File: config.mk
export PLATFORM = sky130hd
export DESIGN_NAME = fqad_prep
export DESIGN_NICKNAME = d
export VERILOG_FILES = /design/src/fqad_pkg.sv /design/src/fqad_prep.sv
export SDC_FILE = /design/constraint.sdc
export NUM_CORES = 1
export LEC_CHECK = 0
export BUFFER_PORTS_ARGS = -buffer_cell sky130_fd_sc_hd__buf_2
export CAP_MARGIN = 10
export CORE_MARGIN = 8
export CORE_UTILIZATION = 45
export CTS_CLUSTER_SIZE = 30
export DETAILED_ROUTE_END_ITERATION = 10
export GPL_ROUTABILITY_DRIVEN = 0
export HOLD_SLACK_MARGIN = 0.05
export MAX_ROUTING_LAYER = met4
export PLACE_DENSITY = 0.82
export SETUP_SLACK_MARGIN = 0.1
export SYNTH_ARGS = -nofsm -noshare
export SYNTH_HDL_FRONTEND = slang
export SYNTH_SLANG_ARGS = --single-unit
export TNS_END_PERCENT = 50
File: constraint.sdc
create_clock -name clk -period 2.71 [get_ports clk]
set_clock_uncertainty 0.1 [all_clocks]
set_input_delay 0.1355 -clock clk [delete_from_list [all_inputs] [get_ports clk]]
set_output_delay 0.1355 -clock clk [all_outputs]
set_load 0.01 [all_outputs]
File: src/fqad_pkg.sv
`timescale 1ns / 1ps
package fqad_pkg;

  localparam int FIELD_W          = 16;
  localparam int COORD_WIDTH_DEF  = 16;
  localparam int ITERATIONS_DEF   = 16;
  localparam int GUARD_BITS       = 24;
  localparam int TABLE_LEN        = 24;

  // angle accumulator, degrees Q.16, signed
  localparam int ZW     = 25;
  localparam int MAG_W  = ZW - 1;
  // folded angle, 0..90 degrees Q.16
  localparam int ANG_W  = 23;
  // rounded angle, Q8.9 before the final clamp
  localparam int Q9_W   = ANG_W + 1 - 7;

  localparam logic [ANG_W-1:0] DEG45_Q16    = ANG_W'(2949120);
  localparam logic [ANG_W-1:0] DEG90_Q16    = ANG_W'(5898240);
  localparam logic [ANG_W-1:0] ROUND_HALF   = ANG_W'(64);
  localparam logic [Q9_W-1:0]  ANGLE_MAX_Q9 = Q9_W'(46080);

  typedef struct packed {
    logic upper;   // y >= x: result is 90 minus the octant angle
    logic origin;  // both coordinates zero
  } fqad_ctrl_t;

  // round(atan(2^-i) * 180 / pi * 65536)
  function automatic logic [MAG_W-1:0] atan_q16(input int unsigned idx);
    logic [MAG_W-1:0] v;
    case (idx)
      0:       v = MAG_W'(2949120);
      1:       v = MAG_W'(1740967);
      2:       v = MAG_W'(919879);
      3:       v = MAG_W'(466945);
      4:       v = MAG_W'(234379);
      5:       v = MAG_W'(117304);
      6:       v = MAG_W'(58666);
      7:       v = MAG_W'(29335);
      8:       v = MAG_W'(14668);
      9:       v = MAG_W'(7334);
      10:      v = MAG_W'(3667);
      11:      v = MAG_W'(1833);
      12:      v = MAG_W'(917);
      13:      v = MAG_W'(458);
      14:      v = MAG_W'(229);
      15:      v = MAG_W'(115);
      16:      v = MAG_W'(57);
      17:      v = MAG_W'(29);
      18:      v = MAG_W'(14);
      19:      v = MAG_W'(7);
      20:      v = MAG_W'(4);
      21:      v = MAG_W'(2);
      22:      v = MAG_W'(1);
      default: v = '0;
    endcase
    return v;
  endfunction

endpackage

File: src/fqad_prep.sv
`timescale 1ns / 1ps
// Input stage: mask, octant fold, scale into the CORDIC vector.
module fqad_prep
  import fqad_pkg::*;
#(
  parameter int CWE = 16,
  parameter int W   = CWE + GUARD_BITS + 3
) (
  input  logic                clk,
  input  logic                rst_n,
  input  logic                valid_in,
  output logic                ready_in,
  input  logic [FIELD_W-1:0]  x_in,
  input  logic [FIELD_W-1:0]  y_in,
  output logic                valid_out,
  input  logic                ready_out,
  output logic signed [W-1:0] a_out,
  output logic signed [W-1:0] b_out,
  output logic signed [ZW-1:0] z_out,
  output fqad_ctrl_t          ctrl_out
);

  logic [CWE-1:0]       x_m, y_m, long_side, short_side;
  logic                 valid_r;
  logic signed [W-1:0]  a_r, b_r, a_nxt, b_nxt;
  fqad_ctrl_t           ctrl_r, ctrl_nxt;

  assign ready_in = !valid_r || ready_out;

  always_comb begin
    x_m             = x_in[CWE-1:0];
    y_m             = y_in[CWE-1:0];
    ctrl_nxt.upper  = !(y_m < x_m);
    ctrl_nxt.origin = (x_m == '0) && (y_m == '0);
    long_side       = ctrl_nxt.upper ? y_m : x_m;
    short_side      = ctrl_nxt.upper ? x_m : y_m;
    a_nxt           = signed'({3'b000, long_side, {GUARD_BITS{1'b0}}});
    b_nxt           = signed'({3'b000, short_side, {GUARD_BITS{1'b0}}});
  end

  always_ff @(posedge clk) begin
    if (!rst_n) begin
      valid_r <= 1'b0;
    end else if (ready_in) begin
      valid_r <= valid_in;
    end
  end

  always_ff @(posedge clk) begin
    if (ready_in && valid_in) begin
      a_r    <= a_nxt;
      b_r    <= b_nxt;
      ctrl_r <= ctrl_nxt;
    end
  end

  assign valid_out = valid_r;
  assign a_out     = a_r;
  assign b_out     = b_r;
  assign z_out     = '0;
  assign ctrl_out  = ctrl_r;

endmodule

-- Word-level counts from Yosys, hierarchy flattened
Index checks and enable logic that the tools add are counted.
- magnitude comparators: 1
- multiplexer cells: 2
- reductions and logical operators: 7
- operators by type and width (cell ; number):
    16-bit logical NOT ; 2
    16-bit 2-to-1 mux ; 2
    16-bit less-than comparator ; 1
    1-bit logical AND ; 2
    1-bit logical NOT ; 2
    1-bit logical OR ; 1
- flip-flop bits (word level): 35
- output and inout port bits: 115

-- Logic depth before layout (Yosys ltp)
- word-level depth: 3
- depth in mapped cells: 9
- depth with buffers taken out: 7

-- Worst setup path before layout
Ideal clock, no wire load.
- kind: input -> register
- start point: input port x_in[11]
- end point: register a_r[25], in the netlist a_out[25] (data pin)
- library setup time: 0.260 ns
- data arrival time: 1.743 ns
- data required time: 2.350 ns
- path slack: 0.607 ns
- stages on the path: 9
- path buffers: 2
- cell sequence: inv_1 -> ha_1 -> and4_1 -> nand2_1 -> o41ai_1 -> a211o_1 -> buf_6 -> buf_12 -> mux2_4
- cells in the longest elaborated chain, start to end: 2
- RTL lines (what ; line ; text):
    start: declaration ; fqad_prep.sv:13 ; input logic [FIELD_W-1:0] x_in,
    16-bit less-than comparator ; fqad_prep.sv:33 ; ctrl_nxt.upper = !(y_m < x_m);
    16-bit 2-to-1 mux ; fqad_prep.sv:35 ; long_side = ctrl_nxt.upper ? y_m : x_m;
    via long_side[1] ; fqad_prep.sv:23 ; logic [CWE-1:0] x_m, y_m, long_side, short_side;
    end signal: assignment ; fqad_prep.sv:51 ; a_r <= a_nxt;
    end: declaration ; fqad_prep.sv:25 ; logic signed [W-1:0] a_r, b_r, a_nxt, b_nxt;
The timed path passes the listed nets, and every way through them passes these cells.
A chain may end at the register's enable or synchronous reset.

-- Worst setup path in the final report
- start point: input port x_in[14]
- end point: register b_r[26], in the netlist b_out[26] (data pin)
- cells in the longest elaborated chain, start to end: 2
- RTL lines (what ; line ; text):
    16-bit less-than comparator ; fqad_prep.sv:33 ;
    16-bit 2-to-1 mux ; fqad_prep.sv:36 ; short_side = ctrl_nxt.upper ? x_m : y_m;
    via short_side[2] ; fqad_prep.sv:23 ;
    end signal: assignment ; fqad_prep.sv:52 ; b_r <= b_nxt;
    end: declaration ; fqad_prep.sv:25 ;
The timed path passes the listed nets, and every way through them passes these cells.

==> impl_metrics.ini <==
[run_status]
outcome = complete, no violations

[global_routing]
grt_pass1_wl_mm = 8.01
gr-total-overflow = 0
grt_max_degree = 35
antenna_found_initial = 0
grt_util_all_layers = 0.120
via_count_of_the_first_global_routing_pass = 1771

[detailed_routing]
post_drt_wl_per_cell_um = 14.4
route.detailed.vias_per_inst = 4.28
drt_first_pass_iters = 4
ant_nets = 0
drt_iter0_markers = 62
drt-total-wl_mm = 5.34
drt_drc_violations_left = 0
routed-via-count = 1585

[clock_network]
cts_tree = yes
cts_htree_levels = 2
clockRootBuffer = clkbuf_8
cts.reportedPaths.clkPinSlew_ns = 0.07
numCtsBuffers = 5
clk_latency_ns = 0.27
clkSinkCount = 35
cts.repair.resized = 0
clockBufferDepth = 2

[power]
leakage_uw = 0.00144
max-vdd-ir-drop_uv = 289
p_per_area_nw_per_um2 = 496

[timing]
hold-worst-slack_ns = 0.101
setup_viol = 0
timing_hold_violations_final = 0
grt_setup_unrepaired = no
timing.final.crit_share = 0.824
max_freq_ghz = 0.448
final_max_slew_viol_count = 0
fin_setup_tns_ns = 0
timing.final.crit_period_ns = 2.23

[layout]
nets = 345
final_layout_size_suffix_gt1_frac = 0.390
antenna_cells = 0
fill_cells = 525
area.growth.synth_to_final_pct = 8.03

[logic_synthesis]
postSynthRegisterBits = 35
synthDistinctLibCells = 28
post_synth_top_area_share = 0.386
synthTopCellsByCount = buf_4, edfxtp_1, mux2_4
syn-cell-area_sq_um = 2650
synth.top_cells.by_area = edfxtp_1, buf_4, mux2_4
ys.warnings.count = 0
post-synth-top-area-cell = edfxtp_1
synthArstFlopShare = 0
dominant_cell_by_count_in_the_synthesized_netlist = buf_4
synth_enable_flop_cells = 34
postSynth.topFlopCell = edfxtp_1
postSynthAreaPerCell_sq_um = 12.3
synth_cells = 216
synth_seq_area_share = 0.393

[die]
die-width_um = 92.7
floorplan.die.height_um = 92.7
die_area_sq_um = 8590
pin_count = 151
initial_core_util = 0.455
core_sq_um = 5820
placementRows = 28

[worst_setup_path]
cp_data_required_time_ns = 2.64
worst_path_largest_cell_delay_ns = 0.36
reg2reg_setup_slack_ns = 1.33
crit_path_start_kind = primary input
critPathKind = primary input to flip-flop
worst_ep_arrival_time_ns = 2.17
cp-end-kind = flip-flop
cp_slowest_cell = buf_4
cpLargestDelayFamily = buffers and inverters
critical_path_peak_fanout = 23
cp_num_buf_inv = 3
path_cells = buf_2 > inv_1 > ha_1 > and4_1 > nand4_1 > o41ai_1 > a211o_2 > buf_4 > mux2_4

[placed_design]
place_hpwl_mm = 4.44
port_buffers = 71

[worst_hold_path]
worstHoldPathType = primary input to flip-flop

[run]
cap_violations = 0
-- cells in the final DEF, fill, tap and decap left out --
master | Yosys | final
a2111oi_2 | 1 | 1
a211o_2 | 0 | 1
a211oi_1 | 1 | 1
a21boi_0 | 1 | 1
a21o_1 | 1 | 1
a21oi_1 | 3 | 3
a31oi_1 | 1 | 1
and2_1 | 1 | 1
and4_1 | 2 | 2
buf_2 | 0 | 71
buf_4 | 79 | 3
clkbuf_1 | 0 | 1
clkbuf_8 | 0 | 6
clkinv_2 | 0 | 1
conb_1 | 1 | 79
dfxtp_1 | 1 | 1
dlygate4sd3_1 | 0 | 2
edfxtp_1 | 34 | 34
ha_1 | 15 | 15
inv_1 | 16 | 16
mux2_2 | 3 | 3
mux2_4 | 29 | 29
nand2_1 | 2 | 2
nand2b_1 | 2 | 2
nand4_1 | 3 | 3
nor2_1 | 3 | 3
nor4_1 | 8 | 8
o21a_1 | 1 | 1
o21ai_0 | 1 | 1
o221ai_1 | 1 | 1
o41ai_1 | 1 | 1
-- cell type report --
type                       instances  area [sq um]  share of cell area
multi-input combinational        160          1180               0.411
sequential                        35          1040               0.364
timing repair buffer              76           398               0.139
tap                               75          93.8              0.0328
clock buffer                       7          86.3              0.0302
inverter                          16          60.1              0.0210
clock inverter                     1          5.00             0.00175
-- power breakdown --
part | total, uW | switching (uW) | internal, uW
logic | 375 | 206 | 169
clock network | 379 | 174 | 205
registers | 665 | 10.2 | 655
total | 1420 | 390 | 1030
-- cell families after synthesis --
family	count (synthesis)	share of synthesized area
simple gates	21	0.0468
mux	32	0.177
other cells	1	0.00142
flops	35	0.393
compound gates	13	0.0369
fa+ha+maj	15	0.0709
buf+inv	99	0.274
-- stage by stage --
step / setup WS, ns / std cells / utilization / power (uW) / cell area (sq um)
after floorplan: 0.607 / 294 / - / 1040 / 2940
final: 0.477 / 370 / 0.492 / 1420 / 2860
after global routing: 0.383 / 370 / 0.492 / 1490 / 2860
after global placement: 0.244 / 360 / 0.473 / 1030 / 2750
after detailed placement: 0.170 / 360 / 0.473 / 1050 / 2750
after CTS: 0.476 / 370 / 0.492 / 1430 / 2860
-- metal layers --
metal	global-route usage	up-vias	share of wire	wire [um]
li1	-	758	-	-
met1	0.128	715	0.41	2200
met2	0.202	102	0.48	2550
met3	0.0405	10	0.084	448
met4	0.0456	0	0.025	133
met5	-	-	0	0
-- flip-flops by register name, summed over array words and instances (netlist names) --
register	count
b_out	16
ctrl_out	2
a_out	16
valid_out	1
-- worst paths after layout --
kind	startpoint	endpoint	cells past startpoint
setup / recovery	x_in[14]	b_out[26]	9
hold / removal	x_in[11]	a_out[35]	2
setup reg to reg	valid_out	b_out[37]	3
hold reg to reg	valid_out	a_out[27]	3
-- what timing repair did --
item | in CTS | in global routing
hold endpoints to repair | 1 | 0
hold buffers | 2 | 0
buffers inserted | 0 | 0
Power figures use the tool's default switching activity.
