File: src/fqad_pkg.sv
`timescale 1ns / 1ps
package fqad_pkg;

  localparam int FIELD_W          = 16;
  localparam int COORD_WIDTH_DEF  = 16;
  localparam int ITERATIONS_DEF   = 16;
  localparam int GUARD_BITS       = 24;
  localparam int TABLE_LEN        = 24;

  // angle accumulator, degrees Q.16, signed
  localparam int ZW     = 25;
  localparam int MAG_W  = ZW - 1;
  // folded angle, 0..90 degrees Q.16
  localparam int ANG_W  = 23;
  // rounded angle, Q8.9 before the final clamp
  localparam int Q9_W   = ANG_W + 1 - 7;

  localparam logic [ANG_W-1:0] DEG45_Q16    = ANG_W'(2949120);
  localparam logic [ANG_W-1:0] DEG90_Q16    = ANG_W'(5898240);
  localparam logic [ANG_W-1:0] ROUND_HALF   = ANG_W'(64);
  localparam logic [Q9_W-1:0]  ANGLE_MAX_Q9 = Q9_W'(46080);

  typedef struct packed {
    logic upper;   // y >= x: result is 90 minus the octant angle
    logic origin;  // both coordinates zero
  } fqad_ctrl_t;

  // round(atan(2^-i) * 180 / pi * 65536)
  function automatic logic [MAG_W-1:0] atan_q16(input int unsigned idx);
    logic [MAG_W-1:0] v;
    case (idx)
      0:       v = MAG_W'(2949120);
      1:       v = MAG_W'(1740967);
      2:       v = MAG_W'(919879);
      3:       v = MAG_W'(466945);
      4:       v = MAG_W'(234379);
      5:       v = MAG_W'(117304);
      6:       v = MAG_W'(58666);
      7:       v = MAG_W'(29335);
      8:       v = MAG_W'(14668);
      9:       v = MAG_W'(7334);
      10:      v = MAG_W'(3667);
      11:      v = MAG_W'(1833);
      12:      v = MAG_W'(917);
      13:      v = MAG_W'(458);
      14:      v = MAG_W'(229);
      15:      v = MAG_W'(115);
      16:      v = MAG_W'(57);
      17:      v = MAG_W'(29);
      18:      v = MAG_W'(14);
      19:      v = MAG_W'(7);
      20:      v = MAG_W'(4);
      21:      v = MAG_W'(2);
      22:      v = MAG_W'(1);
      default: v = '0;
    endcase
    return v;
  endfunction

endpackage

File: src/fqad_cordic_stage.sv
`timescale 1ns / 1ps
// One vectoring CORDIC micro-rotation, registered.
module fqad_cordic_stage
  import fqad_pkg::*;
#(
  parameter int W     = 43,
  parameter int STAGE = 0
) (
  input  logic                 clk,
  input  logic                 rst_n,
  input  logic                 valid_in,
  output logic                 ready_in,
  input  logic signed [W-1:0]  a_in,
  input  logic signed [W-1:0]  b_in,
  input  logic signed [ZW-1:0] z_in,
  input  fqad_ctrl_t           ctrl_in,
  output logic                 valid_out,
  input  logic                 ready_out,
  output logic signed [W-1:0]  a_out,
  output logic signed [W-1:0]  b_out,
  output logic signed [ZW-1:0] z_out,
  output fqad_ctrl_t           ctrl_out
);

  logic                 valid_r;
  logic signed [W-1:0]  da, db, a_r, b_r, a_nxt, b_nxt;
  logic signed [ZW-1:0] zt, z_r, z_nxt;
  fqad_ctrl_t           ctrl_r;

  assign ready_in = !valid_r || ready_out;

  always_comb begin
    da = b_in >>> STAGE;
    db = a_in >>> STAGE;
    zt = signed'({1'b0, atan_q16(STAGE)});
    if (!b_in[W-1]) begin
      a_nxt = a_in + da;
      b_nxt = b_in - db;
      z_nxt = z_in + zt;
    end else begin
      a_nxt = a_in - da;
      b_nxt = b_in + db;
      z_nxt = z_in - zt;
    end
  end

  always_ff @(posedge clk) begin
    if (!rst_n) begin
      valid_r <= 1'b0;
    end else if (ready_in) begin
      valid_r <= valid_in;
    end
  end

  always_ff @(posedge clk) begin
    if (ready_in && valid_in) begin
      a_r    <= a_nxt;
      b_r    <= b_nxt;
      z_r    <= z_nxt;
      ctrl_r <= ctrl_in;
    end
  end

  assign valid_out = valid_r;
  assign a_out     = a_r;
  assign b_out     = b_r;
  assign z_out     = z_r;
  assign ctrl_out  = ctrl_r;

endmodule

File: config.mk
export PLATFORM = sky130hd
export DESIGN_NAME = fqad_cordic_stage
export DESIGN_NICKNAME = d
export VERILOG_FILES = /design/src/fqad_pkg.sv /design/src/fqad_cordic_stage.sv
export SDC_FILE = /design/constraint.sdc
export NUM_CORES = 1
export LEC_CHECK = 0
export BUFFER_PORTS_ARGS = -buffer_cell sky130_fd_sc_hd__buf_2
export CAP_MARGIN = 20
export CELL_PAD_IN_SITES_DETAIL_PLACEMENT = 0
export CELL_PAD_IN_SITES_GLOBAL_PLACEMENT = 1
export CORE_ASPECT_RATIO = 0.5
export CORE_MARGIN = 8
export CORE_UTILIZATION = 28
export CTS_CLUSTER_SIZE = 16
export DETAILED_ROUTE_END_ITERATION = 6
export PLACE_DENSITY_LB_ADDON = 0.08
export SYNTH_ARGS = -nofsm -noshare
export SYNTH_HDL_FRONTEND = slang
export SYNTH_SLANG_ARGS = --single-unit
File: constraint.sdc
create_clock -name clk -period 3.8 [get_ports clk]
set_input_delay 0.19 -clock clk [delete_from_list [all_inputs] [get_ports clk]]
set_output_delay 0.19 -clock clk [all_outputs]
set_load 0.01 [all_outputs]
### Word-level counts from Yosys, hierarchy flattened

Index checks and enable logic that the tools add are counted.

* register bits after elaboration: 114
* input bits: 117
* output and inout port bits: 115
* word-level logic and storage cells: 17

* add/subtract/negate cells: 5
* mux-type cells: 3
* reductions and logical operators: 3

Operator list (number)
* $mux 43: 2
* $sub 43x43->43: 2
* $add 43x43->43: 1
* $add 25x23->25 const B: 1
* $mux 25: 1
* $sub 25x23->25 const B: 1
* $logic_and 1x1->1: 1
* $logic_not 1->1: 1
* $logic_or 1x1->1: 1

### Logic depth before layout (Yosys ltp)

Gate-level depths: netlist of the first run.

* depth in word-level cells: 3
* mapped depth: 13
* gate-level depth less buffers: 12

### Least setup slack after synthesis of the first run

OpenSTA, ideal clock, no wires.

* path kind: reg-to-reg
* start: register valid_r (netlist: valid_out)
* end: register a_r[0] (netlist: a_out[0]), enable pin
* setup time: 0.484 ns
* data arrival time: 3.102 ns
* data required time: 3.316 ns
* slack: 0.214 ns
* cell stages (with the launch flop): 3
* buffers on the path: 0
* period minus slack after synthesis: 3.586 ns
* path through: dfxtp_1 -> nand2b_1 -> and2_1

* longest elaborated chain between the ends: 3

Ends and longest elaborated chain
* start: declaration: line fqad_cordic_stage.sv:25 `logic valid_r;`
* start signal: assignment: line fqad_cordic_stage.sv:51 `valid_r <= valid_in;`
* $logic_not 1->1: line fqad_cordic_stage.sv:30 `assign ready_in = !valid_r || ready_out;`
* $logic_or 1x1->1: line fqad_cordic_stage.sv:30
* named net ready_in: line fqad_cordic_stage.sv:12 `output logic ready_in,`
* $logic_and 1x1->1: line fqad_cordic_stage.sv:56 `if (ready_in && valid_in) begin`
* end signal: assignment: line fqad_cordic_stage.sv:57 `a_r <= a_nxt;`
* end: declaration: line fqad_cordic_stage.sv:26 `logic signed [W-1:0] da, db, a_r, b_r, a_nxt, b_nxt;`

The timed path passes the listed nets, and every way through them passes these cells.
A chain may end at the register's enable or synchronous reset.

### Final worst setup path of the first run

* start: input port a_in[0]
* end: register a_r[30] (netlist: a_out[30]), data pin

* longest elaborated chain between the ends: 2
* elaborated cells between the ends (all ways): 3
* classes of those cells: add/sub (2); mux (1)

Ends and longest elaborated chain
* start: declaration: line fqad_cordic_stage.sv:13 `input logic signed [W-1:0] a_in,`
* $add 43x43->43 or $sub 43x43->43 (tied branches): line fqad_cordic_stage.sv:37, fqad_cordic_stage.sv:41
* $mux 43 *: line fqad_cordic_stage.sv:36 `if (!b_in[W-1]) begin`
* named net a_nxt[30]: line fqad_cordic_stage.sv:26

Mark *: on every way through the listed nets, which the timed path passes. The rest lies on a longest branch.

==> results of run 1 <==
## registers in the layout (all words and copies together), names as in the netlist
name,cells
z_out,25
a_out,43
b_out,42
valid_out,1
ctrl_out,2
## through the flow
| step | cells | setup TNS (ns) |
|---|---|---|
| floorplan | 1433 | 0 |
| global placement | 2229 | -0.104 |
| detailed placement | 2229 | -0.0714 |
| CTS | 2280 | 0 |
| global route | 2280 | 0 |
| finish | 2281 | 0 |
## power groups by stage
stage / registers (mW) / logic [mW] / clock network, mW
final: 1.64 / 2.08 / 1.70
after CTS: 1.64 / 2.08 / 1.75
after detailed placement: 1.67 / 2.05 / 0
after floorplan: 1.75 / 1.18 / 0
after global routing: 1.65 / 2.26 / 1.79
after global placement: 1.66 / 2.07 / 0
## layer usage
metal  wire, um  up-vias  part of all wire (%)
li1           -     5703                     -
met1      25000     5877                    48
met2      23300      435                    44
met3       3540       36                   6.8
met4        602        0                   1.1
met5          0        -                     0
## cells by family (layout without fill, tap and decap cells)
group / after synthesis / in the layout / share of synthesized area [%]
DFF: 113 / 113 / 27.9
AOI/OAI and AO/OA: 518 / 518 / 28.2
xor gates and xnor gates: 86 / 86 / 6.22
adders and majority gates: 137 / 137 / 14.4
muxes: 18 / 18 / 1.49
other: 0 / 1 / 0
and+or+nand+nor: 360 / 360 / 14.7
buffers and inverters: 201 / 471 / 7.01
## area by class of cell
cell class / count / area share, %
clock buffers: 17 / 2.86
diodes: 1 / 0.0168
flip-flops and latches: 113 / 22.8
repair buffers: 305 / 12.0
multi-input cells: 1119 / 53.0
well taps: 577 / 4.86
clock inverters: 14 / 1.06
inverters: 135 / 3.41
## final timing paths
path,endpoint,slack (ns),cells after the start
min,z_out[16]$_DFFE_PP_,0.05,2
min reg2reg,z_out[5]$_DFFE_PP_,1.02,2
max reg2reg,b_out[41]$_DFFE_PP_,1.92,3
max,a_out[30]$_DFFE_PP_,0.21,13
## critical path, delay by kind of cell
family | cells | cell delay [ns]
AO/OA/AOI/OAI | 5 | 1.87
XOR/XNOR | 1 | 0.14
adder cells (fa/ha/maj) | 2 | 0.68
buffers and inverters | 2 | 0.28
AND/OR/NAND/NOR | 3 | 0.60
## placed cells by master (no fill, tap or decap), types with 5 or more instances in the layout
master and instances:
a211oi_1 8, a21boi_0 5, a21o_1 22, a21oi_1 188, a21oi_2 8, a31oi_1 14, and3_1 5, buf_2 230
buf_4 54, clkbuf_16 17, clkinv_4 5, dlygate4sd3_1 20, edfxtp_1 112, ha_1 133, inv_1 127, inv_2 8
mux2i_1 18, nand2_1 88, nand2b_1 10, nand3_1 15, nand4_1 21, nor2_1 123, nor2b_1 17, nor3_1 29
nor4_1 16, o211ai_1 16, o21a_1 23, o21ai_0 98, o21ai_1 14, o21bai_1 33, o221ai_1 5, o31ai_1 11
or3_1 5, xnor2_1 68, xor2_1 18
==> flow_summary.toml, run 1 <==
[global_routing]
use_met2_pct = 31.5
use_met1_pct = 28.8
grt_pass1_vias = 12100
use_met3_pct = 4.20
grt-busiest-layer = "met2"
antenna_found_initial = 0
grtUsageTotal_pct = 20.2
grt_pass1_wl_mm = 77.5
overflow = 0
grt_max_degree = 62

[place]
place_area_mm2 = 0.0141
dpl.hpwl_mm = 42.9
io_buffers = 231
place_congestion = 0.892
dpl_worst_slack_ns = -0.0714

[clocking]
cts-hold-fix-buffers = 20
clock_path_buffers = 2
cts_sinks = 113
clock_latency_ns = 0.45
cts_tree = "done"
cts.htree.levels = 4
cts_buffers = 17
cts_setup_buffers = 0
post_cts_resized = 0
path_clk_slew_ns = 0.07
clock-root-buffer = "clkbuf_16"

[timing]
setup_viol = 0
worst_pin_slew_ns = 0.875
rsz0062_at_grt = "no"
final.setup_skew_ns = 0.0118
relSlewSlack_pct = 41.2
hold_ws_ns = 0.0535
min_period_ns = 3.59
hold_viol_final = 0
fmax_ghz = 0.279
drv_slew = 0
finalCritPeriodShare_pct = 94.3
fin_ws_ns = 0.215

[power_and_ir_drop]
p_seq_share_pct = 30.2
p_int_mw = 3.32
power.total_mw = 5.42
power.leakage_nw = 6.37
swShare_pct = 38.8
ir_worst_vdd_mv = 0.342
power_frac_clock_pct = 31.3
comb_power_share_pct = 38.5
switching_power_mw = 2.10
p_per_area_mw_per_mm2 = 365

[routing]
drt_first_iter_violations = 1089
final_antenna_net_count = 0
routed_via_density = 5.28
drc = 0
wl_per_cell_um = 23.0
num_vias = 12100
drt_wl_total_mm = 52.5
first_pass_iters = 5

[floorplanning]
die_h_um = 163
core_area_mm2 = 0.0423
fp.dieW_um = 310
pin_count = 232
fp-row-count = 53
die_area_mm2 = 0.0506
initial_core_util_pct = 28.6

[worst_setup_path]
cp.arrival_ns = 3.77
startpoint = "a_in[0]"
cp-end-kind = "register"
r2r-start = "valid_out$_SDFFE_PN0N_"
crit_chain = "buf_2, ha_1, fa_1, and2b_1, o211ai_1, a21oi_2, nor4_2, buf_4, o21bai_1, a21oi_1, nor2_1, a31oi_1, xnor2_1"
max_stage_delay_ns = 0.72
worst-setup-path-type = "in -> reg"
critPathSlowestCell = "a21oi_1"
start_kind = "primary input"
cp_max_fo = 4
critPathRequiredTime_ns = 3.98

[yosys]
yosys-top-cells-area = "edfxtp_1 28%, ha_1 14%, a21oi_1 7.8%"
syn_avg_cell_area_um2 = 8.45
synth_nets = 1687
async_flop_share_pct = 0
synth_edf_count = 112
seq_area_frac_synth_pct = 27.9
yosysTopAreaCell = "edfxtp_1"
synth_top_area_share_pct = 27.8
synth_warnings = 0
synth_ff_type = "edfxtp_1"
synth_cell_types = 98
synthCells = 1433
yosysMostFrequentCell = "a21oi_1"
ys_ff_latch = 113
syn-cell-area_mm2 = 0.0121
synth_commonest_cells = "188 x a21oi_1, 133 x ha_1, 128 x inv_1"

[finish]
seqCellArea_mm2 = 0.00338
area_growth_pct = 22.7
final_area_mm2 = 0.0149
layout.nets = 1945
multi_input_area_mm2 = 0.00788
drive_gt1_share_pct = 22.3
fill_cells = 4536
final_util_pct = 35.1

[min_path]
min_from = "z_in[16]"
hold_path.class = "in -> reg"

[status]
status = "finished clean"

[flow_run]
max-cap-violations = 0
No activity file was read; power rests on OpenSTA's default activity.
==> run 2, diff against run 1 <==
--- a/config.mk
+++ b/config.mk
@@ -15,6 +15,7 @@
 export CTS_CLUSTER_SIZE = 16
 export DETAILED_ROUTE_END_ITERATION = 6
 export PLACE_DENSITY_LB_ADDON = 0.08
+export SETUP_SLACK_MARGIN = 0.5
 export SYNTH_ARGS = -nofsm -noshare
 export SYNTH_HDL_FRONTEND = slang
 export SYNTH_SLANG_ARGS = --single-unit
==> run 2 against run 1 <==
Cell area increased by 0.61%. Flip-flop and latch count stayed put. Clock power is 8% higher. Count of clock-buffer cells in the layout up 1. Via count increased by 0.26%. Critical path type unchanged. Critical endpoint is now a_out[36]$_DFFE_PP_.
==> flow_summary.toml, run 2 (synthesized netlist as in run 1, its figures left out) <==
[routing]
first_pass_iters = 5
num_vias = 12100
final_antenna_net_count = 0
routed_via_density = 5.29
drt_wl_total_mm = 51.9
drc = 0
wl_per_cell_um = 22.8
drt_first_iter_violations = 998

[timing]
relSlewSlack_pct = 39.3
drv_slew = 0
fmax_ghz = 0.313
worst_pin_slew_ns = 0.899
rsz0062_at_grt = "no"
final.setup_skew_ns = 0.0103
hold_viol_final = 0
setup_viol = 0
min_period_ns = 3.20
hold_ws_ns = 0.0492
finalCritPeriodShare_pct = 84.1
totalNegativeSetupSlack_ns = 0

[worst_setup_path]
worst-setup-path-type = "in -> reg"
cp.arrival_ns = 3.39
critPathRequiredTime_ns = 3.99
rrSetupSlack_ns = 1.90
cp_max_fo = 10
start_kind = "primary input"
cp-end-kind = "register"
r2r-start = "valid_out$_SDFFE_PN0N_"
startpoint = "a_in[7]"

[clocking]
cts_setup_buffers = 0
clock_latency_ns = 0.46
cts_tree = "done"
path_clk_slew_ns = 0.06
cts.htree.levels = 4
cts_sinks = 113
clock-root-buffer = "clkbuf_16"
clock_path_buffers = 2
cts_buffers = 17

[power_and_ir_drop]
power.total_mw = 5.56
p_seq_share_pct = 29.4
p_per_area_mw_per_mm2 = 372
swShare_pct = 37.7
ir_worst_vdd_mv = 0.336
comb_power_share_pct = 37.6
power_frac_clock_pct = 33.0
switching_power_mw = 2.10
power.leakage_nw = 6.41
p_int_mw = 3.46

[finish]
layout_commonest_cell = "buf_2"
final_cell_mix = "230 x buf_2, 187 x a21oi_1, 132 x ha_1"
antennaDiodeCount = 0
fin_cells = 2283
drive_gt1_share_pct = 22.5
largest_reg_flops = 43
layout.nets = 1947
area_growth_pct = 23.4
fill_cells = 4545

[floorplanning]
initial_core_util_pct = 28.6
core_area_mm2 = 0.0423
fp.dieW_um = 310
die_area_mm2 = 0.0506
die_h_um = 163
pin_count = 232
fp-row-count = 53

[global_routing]
grt_pass1_vias = 12000
grt_pass1_wl_mm = 76.5
grtUsageTotal_pct = 20.0
antenna_found_initial = 2
grt_max_degree = 59
overflow = 0

[flow_run]
max-cap-violations = 0

[place]
io_buffers = 231
place_congestion = 0.893
dpl.hpwl_mm = 42.7
dpl.cell_count = 2231

[min_path]
hold_path.class = "in -> reg"
min_from = "z_in[16]"

[status]
status = "finished clean"
-- run 2: cell types whose count changed in the layout (fill, tap and decap cells not counted), sizes merged --
cell / before / now
clkinvlp: 3 / 1
bufinv: 2 / 4
buf: 285 / 287
inv: 138 / 139
clkbuf: 17 / 18
clkinv: 6 / 5
diode: 1 / 0
-- run 2: timing repair --
item,4_1_cts,5_1_grt
hold buffers,20,0
gates resized for setup,2,3
endpoints found under the hold margin,19,0
pin swaps,0,0
endpoints found under the setup margin,3,4
-- run 2: routing by layer --
layer  share of wire [%]  track usage (%)  vias up
met1                  47             28.0     5876
met4                 1.5             4.43        2
li1                    -                -     5713
met2                  44             31.3      441
met3                 7.2             4.13       50
met5               0.025                0        -
-- run 2: final cells by class --
class | instances | area, um2 | area share (%)
Clock inverter | 14 | 203 | 1.36
Inverter | 135 | 507 | 3.39
Tap cell | 577 | 722 | 4.83
Multi-Input combinational cell | 1119 | 7910 | 52.9
Timing Repair Buffer | 307 | 1790 | 12.0
Sequential cell | 113 | 3380 | 22.6
Clock buffer | 18 | 429 | 2.87
-- run 2: path summary, 6_finish.rpt --
| kind | depth (start not counted) | to |
|---|---|---|
| worst max-delay path | 12 | a_out[36]$_DFFE_PP_ |
| worst min-delay path | 2 | z_out[16]$_DFFE_PP_ |
| worst min register to register | 2 | b_out[7]$_DFFE_PP_ |
| worst max register to register | 3 | a_out[23]$_DFFE_PP_ |
-- run 2: critical path, cell delays in order --
cell and delay (ns):
buf_2 0.11, inv_1 0.05, ha_1 0.43, nor2_1 0.34, nand2_1 0.16, a21oi_2 0.37
o2111ai_1 0.30, a211oi_2 0.50, o211ai_2 0.20, a2bb2oi_4 0.38, a41oi_2 0.18, xnor2_1 0.17
-- run 2: power groups by stage --
| stage | registers (mW) | clock network (mW) | logic [mW] |
|---|---|---|---|
| 6_report | 1.63 | 1.83 | 2.09 |
| 2_1_floorplan | 1.75 | 0 | 1.18 |
| 4_1_cts | 1.64 | 1.88 | 2.09 |
| 3_5_place_dp | 1.66 | 0 | 2.06 |
| 3_3_place_gp | 1.66 | 0 | 2.06 |
| 5_1_grt | 1.65 | 1.92 | 2.27 |
-- run 2: per-stage QoR --
stage,util [%],cell area (um2),setup slack (ns)
5_1_grt,35.3,14900,0.525
6_report,35.3,14900,0.604
4_1_cts,35.3,14900,0.558
3_5_place_dp,33.3,14100,-0.230
2_1_floorplan,-,12100,1.19
3_3_place_gp,33.3,14100,-0.256
