===== src/fqad_pkg.sv =====
`timescale 1ns / 1ps
package fqad_pkg;

  localparam int FIELD_W          = 16;
  localparam int COORD_WIDTH_DEF  = 16;
  localparam int ITERATIONS_DEF   = 16;
  localparam int GUARD_BITS       = 24;
  localparam int TABLE_LEN        = 24;

  // angle accumulator, degrees Q.16, signed
  localparam int ZW     = 25;
  localparam int MAG_W  = ZW - 1;
  // folded angle, 0..90 degrees Q.16
  localparam int ANG_W  = 23;
  // rounded angle, Q8.9 before the final clamp
  localparam int Q9_W   = ANG_W + 1 - 7;

  localparam logic [ANG_W-1:0] DEG45_Q16    = ANG_W'(2949120);
  localparam logic [ANG_W-1:0] DEG90_Q16    = ANG_W'(5898240);
  localparam logic [ANG_W-1:0] ROUND_HALF   = ANG_W'(64);
  localparam logic [Q9_W-1:0]  ANGLE_MAX_Q9 = Q9_W'(46080);

  typedef struct packed {
    logic upper;   // y >= x: result is 90 minus the octant angle
    logic origin;  // both coordinates zero
  } fqad_ctrl_t;

  // round(atan(2^-i) * 180 / pi * 65536)
  function automatic logic [MAG_W-1:0] atan_q16(input int unsigned idx);
    logic [MAG_W-1:0] v;
    case (idx)
      0:       v = MAG_W'(2949120);
      1:       v = MAG_W'(1740967);
      2:       v = MAG_W'(919879);
      3:       v = MAG_W'(466945);
      4:       v = MAG_W'(234379);
      5:       v = MAG_W'(117304);
      6:       v = MAG_W'(58666);
      7:       v = MAG_W'(29335);
      8:       v = MAG_W'(14668);
      9:       v = MAG_W'(7334);
      10:      v = MAG_W'(3667);
      11:      v = MAG_W'(1833);
      12:      v = MAG_W'(917);
      13:      v = MAG_W'(458);
      14:      v = MAG_W'(229);
      15:      v = MAG_W'(115);
      16:      v = MAG_W'(57);
      17:      v = MAG_W'(29);
      18:      v = MAG_W'(14);
      19:      v = MAG_W'(7);
      20:      v = MAG_W'(4);
      21:      v = MAG_W'(2);
      22:      v = MAG_W'(1);
      default: v = '0;
    endcase
    return v;
  endfunction

endpackage


===== src/fqad_post.sv =====
`timescale 1ns / 1ps
// Output stage: clamp, mirror, round to Q7.9; holds the result register.
module fqad_post
  import fqad_pkg::*;
(
  input  logic                 clk,
  input  logic                 rst_n,
  input  logic                 valid_in,
  output logic                 ready_in,
  input  logic signed [ZW-1:0] z_in,
  input  fqad_ctrl_t           ctrl_in,
  output logic                 valid_out,
  input  logic                 ready_out,
  output logic [FIELD_W-1:0]   angle_out,
  output logic                 undef_out
);

  logic [MAG_W-1:0]   z_mag;
  logic [ANG_W-1:0]   oct, ang;
  logic [ANG_W:0]     rsum;
  logic [Q9_W-1:0]    q9;
  logic [FIELD_W-1:0] angle_r, angle_nxt;
  logic               undef_r, valid_r;

  assign ready_in = !valid_r || ready_out;

  always_comb begin
    z_mag = z_in[MAG_W-1:0];
    priority if (z_in[ZW-1]) begin
      oct = '0;
    end else if (z_mag > MAG_W'(DEG45_Q16)) begin
      oct = DEG45_Q16;
    end else begin
      oct = z_mag[ANG_W-1:0];
    end
    ang  = ctrl_in.upper ? (DEG90_Q16 - oct) : oct;
    rsum = {1'b0, ang} + {1'b0, ROUND_HALF};
    q9   = rsum[ANG_W:7];
    if (ctrl_in.origin) begin
      angle_nxt = '0;
    end else if (q9 > ANGLE_MAX_Q9) begin
      angle_nxt = ANGLE_MAX_Q9[FIELD_W-1:0];
    end else begin
      angle_nxt = q9[FIELD_W-1:0];
    end
  end

  always_ff @(posedge clk) begin
    if (!rst_n) begin
      valid_r <= 1'b0;
    end else if (ready_in) begin
      valid_r <= valid_in;
    end
  end

  always_ff @(posedge clk) begin
    if (ready_in && valid_in) begin
      angle_r <= angle_nxt;
      undef_r <= ctrl_in.origin;
    end
  end

  assign valid_out = valid_r;
  assign angle_out = angle_r;
  assign undef_out = undef_r;

endmodule


===== config.mk =====
export PLATFORM = sky130hd
export DESIGN_NAME = fqad_post
export DESIGN_NICKNAME = d
export VERILOG_FILES = /design/src/fqad_pkg.sv /design/src/fqad_post.sv
export SDC_FILE = /design/constraint.sdc
export NUM_CORES = 1
export LEC_CHECK = 0
export BUFFER_PORTS_ARGS = -buffer_cell sky130_fd_sc_hd__buf_2
export CAP_MARGIN = 0
export CORE_UTILIZATION = 60
export DETAILED_ROUTE_END_ITERATION = 10
export HOLD_SLACK_MARGIN = 0.05
export PLACE_DENSITY = 0.84
export SLEW_MARGIN = 25
export SYNTH_ARGS = -nofsm -noshare
export SYNTH_HDL_FRONTEND = slang
export SYNTH_SLANG_ARGS = --single-unit

===== constraint.sdc =====
create_clock -name clk -period 11.6 [get_ports clk]
set_input_delay 1.16 -clock clk [delete_from_list [all_inputs] [get_ports clk]]
set_output_delay 1.16 -clock clk [all_outputs]
set_load 0.01 [all_outputs]

; ---- Word-level counts from Yosys, hierarchy flattened
; Index checks and enable logic that the tools add are counted.
[totals]
regBits = 18
output_inout_bits = 19
[classes]
muxes = 4
reduce_logical = 4
magnitude_cmp = 2
n_addsub = 2
[op_table]
columns = cell, n
row1 = 23-bit two-way mux, 3
row2 = "23-bit by 7-bit adder with 24-bit output, second input constant", 1
row3 = "24-bit by 22-bit > comparator with 1-bit output, second input constant", 1
row4 = "23-bit subtractor, first input constant", 1
row5 = "17-bit by 16-bit > comparator with 1-bit output, second input constant", 1
row6 = 16-bit two-way mux, 1
row7 = 2-bit OR reduction, 1
row8 = 1-bit logical AND, 1
row9 = 1-bit logical NOT, 1
row10 = 1-bit logical OR, 1

; ---- Longest topological paths before layout
; Gate-level depths: netlist (run 1).
[depth]
word_depth = 8
ltp_mapped = 15
ltp_nobuf = 14

; ---- Worst setup path before layout (run 1)
; OpenSTA, ideal clock, no wires.
[synth_timing]
path_kind = input -> register
from = input z_in[23]
to = register angle_r[3] (netlist: angle_out[3]), data pin
setup_slack_ns = 6.879
setup_time_ns = 0.272
n_path_buf = 1
t_arrival_ns = 4.450
stages = 14
cell_sequence = or3_4 > or4_4 > o32a_1 > buf_2 > nor2_1 > ha_1 > and4_1 > a31oi_1 > or4_1 > a2bb2oi_1 > o211ai_1 > nor4_2 > a221oi_4 > nor3_1
[synth_between]
elab_chain_len = 8
[synth_rtl]
columns = item, line_no
row1 = from (decl), fqad_post.sv:10  ; input logic signed [ZW-1:0] z_in,
row2 = 24-bit by 22-bit > comparator with 1-bit output *, fqad_post.sv:31  ; end else if (z_mag > MAG_W'(DEG45_Q16)) begin
row3 = 23-bit two-way mux *, fqad_post.sv:31
row4 = 23-bit two-way mux *, fqad_post.sv:29  ; priority if (z_in[ZW-1]) begin
row5 = 23-bit subtractor, fqad_post.sv:36  ; ang = ctrl_in.upper ? (DEG90_Q16 - oct) : oct;
row6 = 23-bit two-way mux *, fqad_post.sv:36
row7 = 23-bit by 7-bit adder with 24-bit output *, fqad_post.sv:37  ; rsum = {1'b0, ang} + {1'b0, ROUND_HALF};
row8 = 17-bit by 16-bit > comparator with 1-bit output, fqad_post.sv:41  ; end else if (q9 > ANGLE_MAX_Q9) begin
row9 = 2-bit OR reduction (no source line), --
row10 = to (signal assigned), fqad_post.sv:58  ; angle_r <= angle_nxt;
row11 = to (decl), fqad_post.sv:22  ; logic [FIELD_W-1:0] angle_r, angle_nxt;
; Every way passes the cells marked *; elsewhere a longest branch is shown, timed or not.
; A chain may end at the register's enable or synchronous reset.

; ---- Worst setup path after layout (run 1)
[layout_timing]
from = input z_in[0]
to = register angle_r[3] (netlist: angle_out[3]), data pin
[layout_between]
elab_chain_len = 8
[layout_rtl]
columns = item, line_no
row1 = 24-bit by 22-bit > comparator with 1-bit output, fqad_post.sv:31
row2 = 23-bit two-way mux *, fqad_post.sv:31
row3 = 23-bit two-way mux *, fqad_post.sv:29
row4 = 23-bit subtractor, fqad_post.sv:36
row5 = 23-bit two-way mux *, fqad_post.sv:36
row6 = 23-bit by 7-bit adder with 24-bit output *, fqad_post.sv:37
row7 = 17-bit by 16-bit > comparator with 1-bit output, fqad_post.sv:41
row8 = 2-bit OR reduction (no source line), --
; Marked as above.

==> summary.txt, run 1 <==
Yosys
  – Post-synthesis instance total: 301
  – Post-synth top area share: 21.4%
  – Cell variety after synth: 75
  – Synthesized Nets: 333
  – Sequential fraction of the synthesis area: 22.3%
  – Cell area after synthesis: 2380 sq um
  – Syn Area/Cell: 7.91 sq um
  – Synth top area cells: edfxtp_1, nor2_1, nand2_1
  – Synth Register Bits: 18
  – Yosys warns: 0
  – Count leader, synth: nor2_1
  – Cell taking the most area after synthesis: edfxtp_1
  – Synth async-reset ratio: 0%
  – Synth cell count leaders: nor2_1, nand2_1, edfxtp_1, nor3_1
  – Top_reg_cell synth: edfxtp_1
  – Number of flops mapped to enable cells by yosys: 17

STA
  – Tcrit/Tclk final: 43.9%
  – Final TNS setup: 0 ns
  – Tmin final: 5.10 ns
  – Slew Viols, Final: 0
  – FMAX: 196 MHz
  – Slew margin rel.: 35.5%
  – Worst Tran Pin Value: 0.962 ns
  – Worst Skew: 0.00268 ns
  – Final-report setup violation count: 0
  – RSZ-0062 raised after global routing: false
  – Endpoints failing hold: 0

Clocking
  – Latest clock arrival within the worst-skew pair: 0.25 ns
  – Number of buffers added for setup after CTS: 0
  – Clock Tree Root: clkbuf_8
  – TritonCTS clock tree: built
  – Clock sink count: 18
  – Cts hold-fix bufs: 0
  – CTS Buf Count: 3
  – Post-CTS sizing: 0
  – Max clock buf depth: 2
  – Clock-pin slew on the worst setup and hold paths: 0.06 ns
  – H-tree depth: 1

Floorplan
  – Die Wd: 65.0 um
  – IO Pins: 50
  – Die area: 4220 sq um
  – Initial cell density of the core: 63.6%
  – FP Rows: 22
  – Core Box Area: 3740 sq um
  – Chip Height: 65.0 um

Critical path
  – Crit end category: register
  – Worst path depth: 14
  – Worst path arrival time: 5.08 ns
  – Setup crit start kind: input port
  – Crit path max fanout: 10
  – Crit-path max cell delay: 0.57 ns
  – Worst r2r path cells: 2
  – Top delay family on crit path: compound AO/OA/AOI/OAI gates
  – Buffers & Inverters on Critical Path: 1
  – Slowest-stage cell, CP: o32a_1
  – Crit path kind: in -> reg
  – CP cell instances: buf_2 -> nor4_4 -> nand4_2 -> o32a_1 -> nor2_1 -> ha_1 -> and4_1 -> a31oi_1 -> nor3_2 -> o2111ai_1 -> a21oi_1 -> o21ai_1 -> a221oi_4 -> nor3_1
  – Worst EP required: 11.59 ns

Cells and area
  – Nets: 369
  – Layout area overhead: 11.8%
  – # diodes: 0
  – Ratio of cells with drive above 1 in the final layout: 23.5%

Pwr
  – Clock network power share: 25.4%
  – Internal: 130 uW
  – Total leakage power: 1.01 nW
  – Comb pwr share: 35.0%
  – Switch share: 32.8%
  – Maximum vdd drop: 0.0388 mV
  – Total chip power: 194 uW
  – Sw power: 63.6 uW
  – Reg power frac: 39.6%
  – PD cells: 72.9 nW/um^2

Detailed routing
  – Post-DR vias/cell: 6.51
  – Vias: 2501
  – # DRC: 0
  – DRT iter0 DRCs: 216
  – Drt total wl: 5720 um
  – Post-DRT Antenna Nets: 0
  – TritonRoute pass-1 iters: 6
  – WL/cell: 14.9 um

Global routing
  – First-pass GRT wire length: 9840 um
  – GR Overflow Total: 0
  – Met2 usage in global routing: 44.5%
  – Most Crowded Layer GR: met2
  – Met1 global-route usage: 43.2%
  – Initial antenna violation count: 0
  – Met3 usage: 3.35%
  – Vias in the first global route: 2168
  – Largest net degree at the start of global routing: 33
  – GRT Overall Usage: 29.1%

Placement
  – Gpl congestion: 0.960
  – Port Buffer Count: 49
  – Hpwl dp: 4450 um

Hold path
  – Worst hold-check path type: reg -> reg
  – Worst Hold Depth: 2

Outcome
  – Outcome: complete, no violations

Run
  – Max Cap Viol: 0
[area by class of cell]
class                      instances  area [sq um]
multi-input combinational        254          1730
fill                             314          1080
sequential                        18           531
timing repair buffer              49           245
tap                               48          60.1
clock buffer                       4          55.1
inverter                          11          41.3
[worst reg2reg max path: cells and delay by family, from the launching register on]
family | cells | cell delay (ns)
simple gates | 2 | 0.67
flops | 1 | 0.31
[power by group through the flow]
stage	combinational [mW]	sequential, mW	clock [mW]
after global routing	0.0750	0.0772	0.0533
after CTS	0.0670	0.0770	0.0496
after floorplan	0.0449	0.0809	0
after detailed placement	0.0668	0.0784	0
after global placement	0.0657	0.0782	0
final	0.0680	0.0769	0.0492
[cell usage in the layout (no fill, tap or decap), types with 3 or more instances in the layout]
cell | synthesis | routed
inv_1 | 11 | 11
a21oi_1 | 13 | 13
or4_1 | 5 | 5
xnor2_1 | 9 | 9
a211oi_1 | 3 | 3
and3_1 | 5 | 5
nand4_1 | 4 | 4
o211ai_1 | 11 | 11
nand3_1 | 11 | 11
nand2b_1 | 5 | 5
o22ai_1 | 3 | 3
and4_1 | 4 | 4
a21boi_0 | 4 | 4
buf_2 | 3 | 49
clkbuf_8 | 0 | 4
nand2_1 | 26 | 26
edfxtp_1 | 17 | 17
nor2b_1 | 5 | 5
nor4_4 | 3 | 3
or3_1 | 7 | 7
o21ai_0 | 12 | 12
xor2_1 | 4 | 4
nor3_1 | 16 | 16
nor2_1 | 35 | 35
nor4_1 | 4 | 4
a31oi_1 | 6 | 6
[state kept, by name (all words and copies together), names as in the netlist]
signal and flops:
valid_out 1, angle_out 16, undef_out 1
[cell families (layout without fill, tap and decap cells)]
| kind of cell | after synthesis | count (layout) | share of synthesized area [%] |
|---|---|---|---|
| compound gates | 91 | 91 | 30.4 |
| xor+xnor | 14 | 14 | 5.47 |
| fa+ha+maj | 1 | 1 | 0.525 |
| buf+inv | 29 | 64 | 5.04 |
| flops | 18 | 18 | 22.3 |
| mux | 1 | 1 | 0.473 |
| simple gates | 147 | 147 | 35.8 |
[metal layers]
| layer | part of all wire (%) | wire length [um] |
|---|---|---|
| met5 | 0 | 0 |
| met2 | 44 | 2500 |
| met1 | 48 | 2730 |
| met4 | 0.72 | 41 |
| met3 | 7.8 | 447 |
[worst paths after layout]
check	start	to	slack (ns)
setup / recovery	z_in[0]	angle_out[3]	6.50
hold / removal	valid_out	valid_out	0.54
setup reg to reg	valid_out	angle_out[8]	10.25
hold reg to reg	valid_out	valid_out	0.54
[metrics by stage]
stage | instances | setup slack [ns] | cell area, sq um | hold WS [ns] | util [%]
after CTS | 384 | 6.58 | 2660 | 0.548 | 71.1
after floorplan | 301 | 6.88 | 2380 | 0.610 | -
after global routing | 384 | 6.20 | 2660 | 0.574 | 71.1
final | 384 | 6.50 | 2660 | 0.540 | 71.1
after global placement | 380 | 6.47 | 2610 | 0.526 | 69.7
after detailed placement | 380 | 6.33 | 2610 | 0.537 | 69.7
No activity file was read; power rests on OpenSTA's default activity.
==> run 2, diff against run 1 <==
CORE_UTILIZATION = 51   (was 60)
PLACE_DENSITY = 0.76   (was 0.84)
clock period = 4.2 ns   (was 11.6 ns; I/O delays follow)
==> summary.txt, run 2 (same netlist as run 1, synthesis figures left out) <==
Run
  – Max Cap Viol: 0 (unchanged)

Critical path
  – Buffers & Inverters on Critical Path: 1 (unchanged)
  – Top delay family on crit path: simple AND/OR/NAND/NOR gates
  – Crit path kind: in -> reg
  – Setup crit start kind: input port
  – Crit-path max cell delay: 0.59 ns (+0.02 ns)
  – Crit path max fanout: 10 (unchanged)
  – Worst EP required: 4.19 ns (-7.40 ns)
  – Crit end category: register
  – Worst path arrival time: 3.94 ns (-1.14 ns)
  – CP cell instances: buf_2 -> or3_4 -> or4_4 -> o32a_1 -> nor2_1 -> ha_1 -> and4_1 -> a31oi_1 -> or4_1 -> a2bb2oi_1 -> o211ai_1 -> nor4_2 -> a221oi_4 -> nor3_1
  – Slowest-stage cell, CP: or4_1

Floorplan
  – Die Wd: 70.3 um (+8.2%)
  – FP Rows: 24 (+9.1%)
  – Chip Height: 70.3 um (+8.2%)
  – IO Pins: 50 (unchanged)
  – Die area: 4950 sq um (+17%)
  – Initial cell density of the core: 53.9% (-9.7 points)
  – Core Box Area: 4410 sq um (+18%)

Clocking
  – Cts hold-fix bufs: 0 (unchanged)
  – Post-CTS sizing: 0 (unchanged)
  – Max clock buf depth: 2 (unchanged)
  – H-tree depth: 1 (unchanged)
  – Clock Tree Root: clkbuf_8
  – Latest clock arrival within the worst-skew pair: 0.25 ns (about the same)
  – Clock-pin slew on the worst setup and hold paths: 0.06 ns (about the same)
  – CTS Buf Count: 3 (unchanged)
  – Clock sink count: 18 (unchanged)
  – TritonCTS clock tree: built
  – Number of buffers added for setup after CTS: 0 (unchanged)

Global routing
  – First-pass GRT wire length: 9980 um (+1.5%)
  – Met1 global-route usage: 33.2% (-10 points)
  – Initial antenna violation count: 0 (unchanged)
  – GRT Overall Usage: 24.2% (-4.9 points)
  – Met2 usage in global routing: 37.9% (-6.6 points)
  – Largest net degree at the start of global routing: 19 (-42%)
  – Vias in the first global route: 2227 (+2.7%)
  – Most Crowded Layer GR: met2
  – Met3 usage: 3.61% (+0.26 points)
  – GR Overflow Total: 0 (unchanged)

Cells and area
  – Max reg flops: 16 (unchanged)
  – Nets: 386 (+4.6%)
  – Most common cell after layout, fill and taps aside: buf_2
  – Layout area overhead: 17.4%
  – Ratio of cells with drive above 1 in the final layout: 27.2% (+3.7 points)
  – Commonest cells after routing, fill and taps aside: buf_2, nor2_1, nand2_1
  – # diodes: 0 (unchanged)

Detailed routing
  – TritonRoute pass-1 iters: 4 (-2)
  – Post-DR vias/cell: 6.27 (-3.7%)
  – WL/cell: 14.5 um (-2.3%)
  – # DRC: 0 (unchanged)
  – DRT iter0 DRCs: 126 (-42%)
  – Post-DRT Antenna Nets: 0 (unchanged)
  – Vias: 2541 (+1.6%)
  – Drt total wl: 5890 um (+3.0%)

Pwr
  – Total leakage power: 1.09 nW (+8.1%)
  – PD cells: 195 nW/um^2 (+170%)
  – Maximum vdd drop: 0.0881 mV (+130%)

Placement
  – Place WS: -0.00340 ns (-6.33 ns)
  – Gpl congestion: 0.927 (-3.5%)
  – Port Buffer Count: 49 (unchanged)
  – Hpwl dp: 4740 um (+6.7%)

STA
  – Hold Slack: 0.424 ns (-0.115 ns)
  – Tcrit/Tclk final: 94.0%
  – Slew margin rel.: 52.6% (+17 points)
  – Endpoints failing hold: 0 (unchanged)
  – PnR worst setup slack: 0.253 ns (-6.25 ns)
  – Tmin final: 3.95 ns
  – Final-report setup violation count: 0 (unchanged)
  – Slew Viols, Final: 0 (unchanged)
  – Worst Tran Pin Value: 0.712 ns (-0.250 ns)
  – FMAX: 253 MHz
  – RSZ-0062 raised after global routing: false
  – Worst Skew: 0.00178 ns (-0.000895 ns)

Outcome
  – Outcome: complete, no violations

Hold path
  – Worst hold-check path type: in -> reg
==> run 2: cell count changes in the layout (fill, tap and decap cells not counted) <==
cell and delta:
buf_4 +17
==> run 2: report_power, final <==
part	total (mW)	internal [mW]	switching [mW]
sequential	0.212	0.210	0.00228
clock	0.137	0.0833	0.0541
combinational	0.195	0.0739	0.121
total	0.545	0.367	0.177
==> run 2: worst paths after layout <==
| kind | startpoint | end | slack, ns | cells past startpoint |
|---|---|---|---|---|
| worst max-delay path | z_in[23] | angle_out[3] | 0.25 | 14 |
| worst min-delay path | rst_n | valid_out | 0.42 | 2 |
| worst max register to register | valid_out | undef_out | 2.83 | 2 |
| worst min register to register | valid_out | valid_out | 0.54 | 2 |
==> run 2: stage by stage <==
stage	TNS, ns	total power [mW]	instance area (sq um)	utilization [%]	instances
CTS	0	0.546	2800	63.3	405
floorplan	0	0.348	2380	-	301
global route	0	0.576	2800	63.3	405
detailed placement	-0.00340	0.409	2740	62.1	401
global placement	0	0.406	2740	62.1	401
finish	0	0.545	2800	63.3	405
==> run 2: layer usage <==
metal	vias up	part of all wire (%)
met1	1159	47
met3	9	6.3
met5	-	0
met4	0	1.5
li1	1284	-
met2	89	45
==> run 2: layout make-up <==
| class | instances | area (sq um) |
|---|---|---|
| Multi-Input combinational cell | 254 | 1730 |
| Fill cell | 407 | 1620 |
| Timing Repair Buffer | 66 | 373 |
| Sequential cell | 18 | 531 |
| Tap cell | 52 | 65.1 |
| Clock buffer | 4 | 55.1 |
| Inverter | 11 | 41.3 |
==> run 2: worst reg2reg max path, cell delays in order (launching register included) <==
cell and delay, ns:
dfxtp_1 0.31, nand2b_1 0.09, and2_1 0.60
==> run 3, diff against run 2 <==
CORE_UTILIZATION = 52   (was 51)
CTS_BUF_LIST = sky130_fd_sc_hd__clkbuf_2 sky130_fd_sc_hd__clkbuf_4 sky130_fd_sc_hd__clkbuf_8   (was unset)
PLACE_DENSITY = 0.78   (was 0.76)
==> summary.txt, run 3 (same netlist as run 1, synthesis figures left out) <==
Cells and area
  – Commonest cells after routing, fill and taps aside: buf_2, nor2_1, nand2_1
  – Max reg flops: 16 (unchanged)
  – Footprint of the multi-input gates: 1730 sq um (unchanged)
  – Nets: 386 (unchanged)
  – # diodes: 0 (unchanged)
  – Ratio of cells with drive above 1 in the final layout: 27.2% (unchanged)
  – # fillers: 406 (-0.25%)
  – FF+latch area: 531 sq um (unchanged)
  – Layout area overhead: 17.1%
  – Most common cell after layout, fill and taps aside: buf_2

Detailed routing
  – Vias: 2597 (+2.2%)
  – Post-DR vias/cell: 6.41 (+2.2%)
  – # DRC: 0 (unchanged)
  – DRT iter0 DRCs: 148 (+17%)
  – Post-DRT Antenna Nets: 0 (unchanged)
  – Drt total wl: 5970 um (+1.4%)
  – TritonRoute pass-1 iters: 5 (+1)
  – WL/cell: 14.7 um (+1.4%)

STA
  – Slew Viols, Final: 0 (unchanged)
  – Final TNS setup: 0 ns (unchanged)
  – PnR worst setup slack: 0.218 ns (-0.0346 ns)
  – Worst Tran Pin Value: 0.702 ns (-0.00963 ns)
  – RSZ-0062 raised after global routing: false
  – FMAX: 251 MHz (-0.87%)
  – Tmin final: 3.98 ns (+0.0346 ns)
  – Worst Skew: 0.00259 ns (+0.000808 ns)
  – Slew margin rel.: 53.2% (+0.64 points)
  – Tcrit/Tclk final: 94.8% (+0.82 points)
  – Final-report setup violation count: 0 (unchanged)
  – Endpoints failing hold: 0 (unchanged)

Floorplan
  – Core Box Area: 4380 sq um (-0.68%)
  – IO Pins: 50 (unchanged)
  – Initial cell density of the core: 54.3% (+0.37 points)
  – Chip Height: 69.7 um (-0.94%)
  – Die Wd: 69.7 um (-0.94%)
  – FP Rows: 24 (unchanged)
  – Die area: 4850 sq um (-1.9%)

Critical path
  – CP cell instances: buf_2 -> or3_4 -> or4_4 -> o32a_1 -> nor2_1 -> ha_1 -> and4_1 -> a31oi_1 -> o22ai_1 -> nor3b_1 -> o311ai_0 -> nor4_2 -> a221oi_4 -> buf_4 -> nor3_1
  – Setup crit start kind: input port
  – Crit end category: register
  – Slowest-stage cell, CP: or4_4
  – Worst path arrival time: 4.06 ns (+0.12 ns)
  – Crit-path max cell delay: 0.50 ns (-0.09 ns)
  – Crit path kind: in -> reg
  – Crit path max fanout: 10 (unchanged)
  – Worst EP required: 4.28 ns (+0.09 ns)
  – Top delay family on crit path: simple AND/OR/NAND/NOR gates
  – Buffers & Inverters on Critical Path: 2 (+1)

Clocking
  – CTS Buf Count: 3 (unchanged)
  – Clock-pin slew on the worst setup and hold paths: 0.06 ns (about the same)
  – Max clock buf depth: 2 (unchanged)
  – H-tree depth: 1 (unchanged)
  – Clock Tree Root: clkbuf_8
  – Clock sink count: 18 (unchanged)
  – Cts hold-fix bufs: 0 (unchanged)
  – Latest clock arrival within the worst-skew pair: 0.25 ns (about the same)
  – TritonCTS clock tree: built

Global routing
  – Initial antenna violation count: 0 (unchanged)
  – Largest net degree at the start of global routing: 19 (unchanged)
  – GRT Overall Usage: 24.9% (+0.65 points)
  – Vias in the first global route: 2257 (+1.3%)
  – First-pass GRT wire length: 10200 um (+1.9%)
  – GR Overflow Total: 0 (unchanged)

Pwr
  – Total leakage power: 1.09 nW (-0.18%)
  – Total chip power: 531 uW (-2.4%)
  – PD cells: 190 nW/um^2 (-2.2%)
  – Maximum vdd drop: 0.102 mV (+16%)

Hold path
  – Worst hold-check path type: in -> reg

Placement
  – Gpl congestion: 0.915 (-1.2%)
  – Port Buffer Count: 49 (unchanged)
  – Place WS: -0.0128 ns (-0.00944 ns)
  – Hpwl dp: 4810 um (+1.5%)

Outcome
  – Outcome: complete, no violations

Run
  – Max Cap Viol: 0 (unchanged)
## run 3: cell types whose count changed in the layout (fill, tap and decap cells not counted)
cell | before | now
clkbuf_8 | 4 | 3
clkbuf_4 | 0 | 1
## run 3: worst reg2reg max path: stages (launching register included)
cell      delay, ns
dfxtp_1        0.31
nand2b_1       0.09
and2_1         0.59
## run 3: area by class of cell
cell class | instances | area share, %
Tap cell | 52 | 2.33
Sequential cell | 18 | 19.0
Inverter | 11 | 1.48
Clock buffer | 4 | 1.75
Timing Repair Buffer | 66 | 13.4
Multi-Input combinational cell | 254 | 62.0
## run 3: stage by stage
| step | std cells | cell area, sq um | utilization (%) | hold slack [ns] |
|---|---|---|---|---|
| finish | 405 | 2790 | 63.6 | 0.427 |
| detailed placement | 400 | 2730 | 62.3 | 0.529 |
| global route | 405 | 2790 | 63.6 | 0.439 |
| CTS | 404 | 2780 | 63.4 | 0.423 |
| floorplan | 301 | 2380 | - | 0.519 |
| global placement | 400 | 2730 | 62.3 | 0.512 |
## run 3: power by group
| group | leakage, nW | switching (mW) | internal (mW) |
|---|---|---|---|
| registers | 0.177 | 0.00231 | 0.210 |
| logic | 0.882 | 0.121 | 0.0752 |
| clock network | 0.0262 | 0.0490 | 0.0736 |
| total | 1.09 | 0.172 | 0.359 |
## run 3: layer usage
layer / up-vias / track usage [%] / share of wire (%)
met5: - / 0 / 0
li1: 1286 / - / -
met3: 8 / 1.89 / 7.6
met2: 114 / 40.5 / 47
met4: 0 / 7.56 / 1.1
met1: 1189 / 35.3 / 45
## run 3: timing repair
action,4_1_cts,5_1_grt
buffers inserted,0,1
gates resized for setup,0,0
endpoints found under the setup margin,0,3
## run 3: final timing paths
kind,end,cells after the start,startpoint,slack (ns)
max,angle_out[3],15,z_in[23],0.22
min,valid_out,2,rst_n,0.43
max reg2reg,angle_out[0],2,valid_out,2.84
min reg2reg,valid_out,2,valid_out,0.53
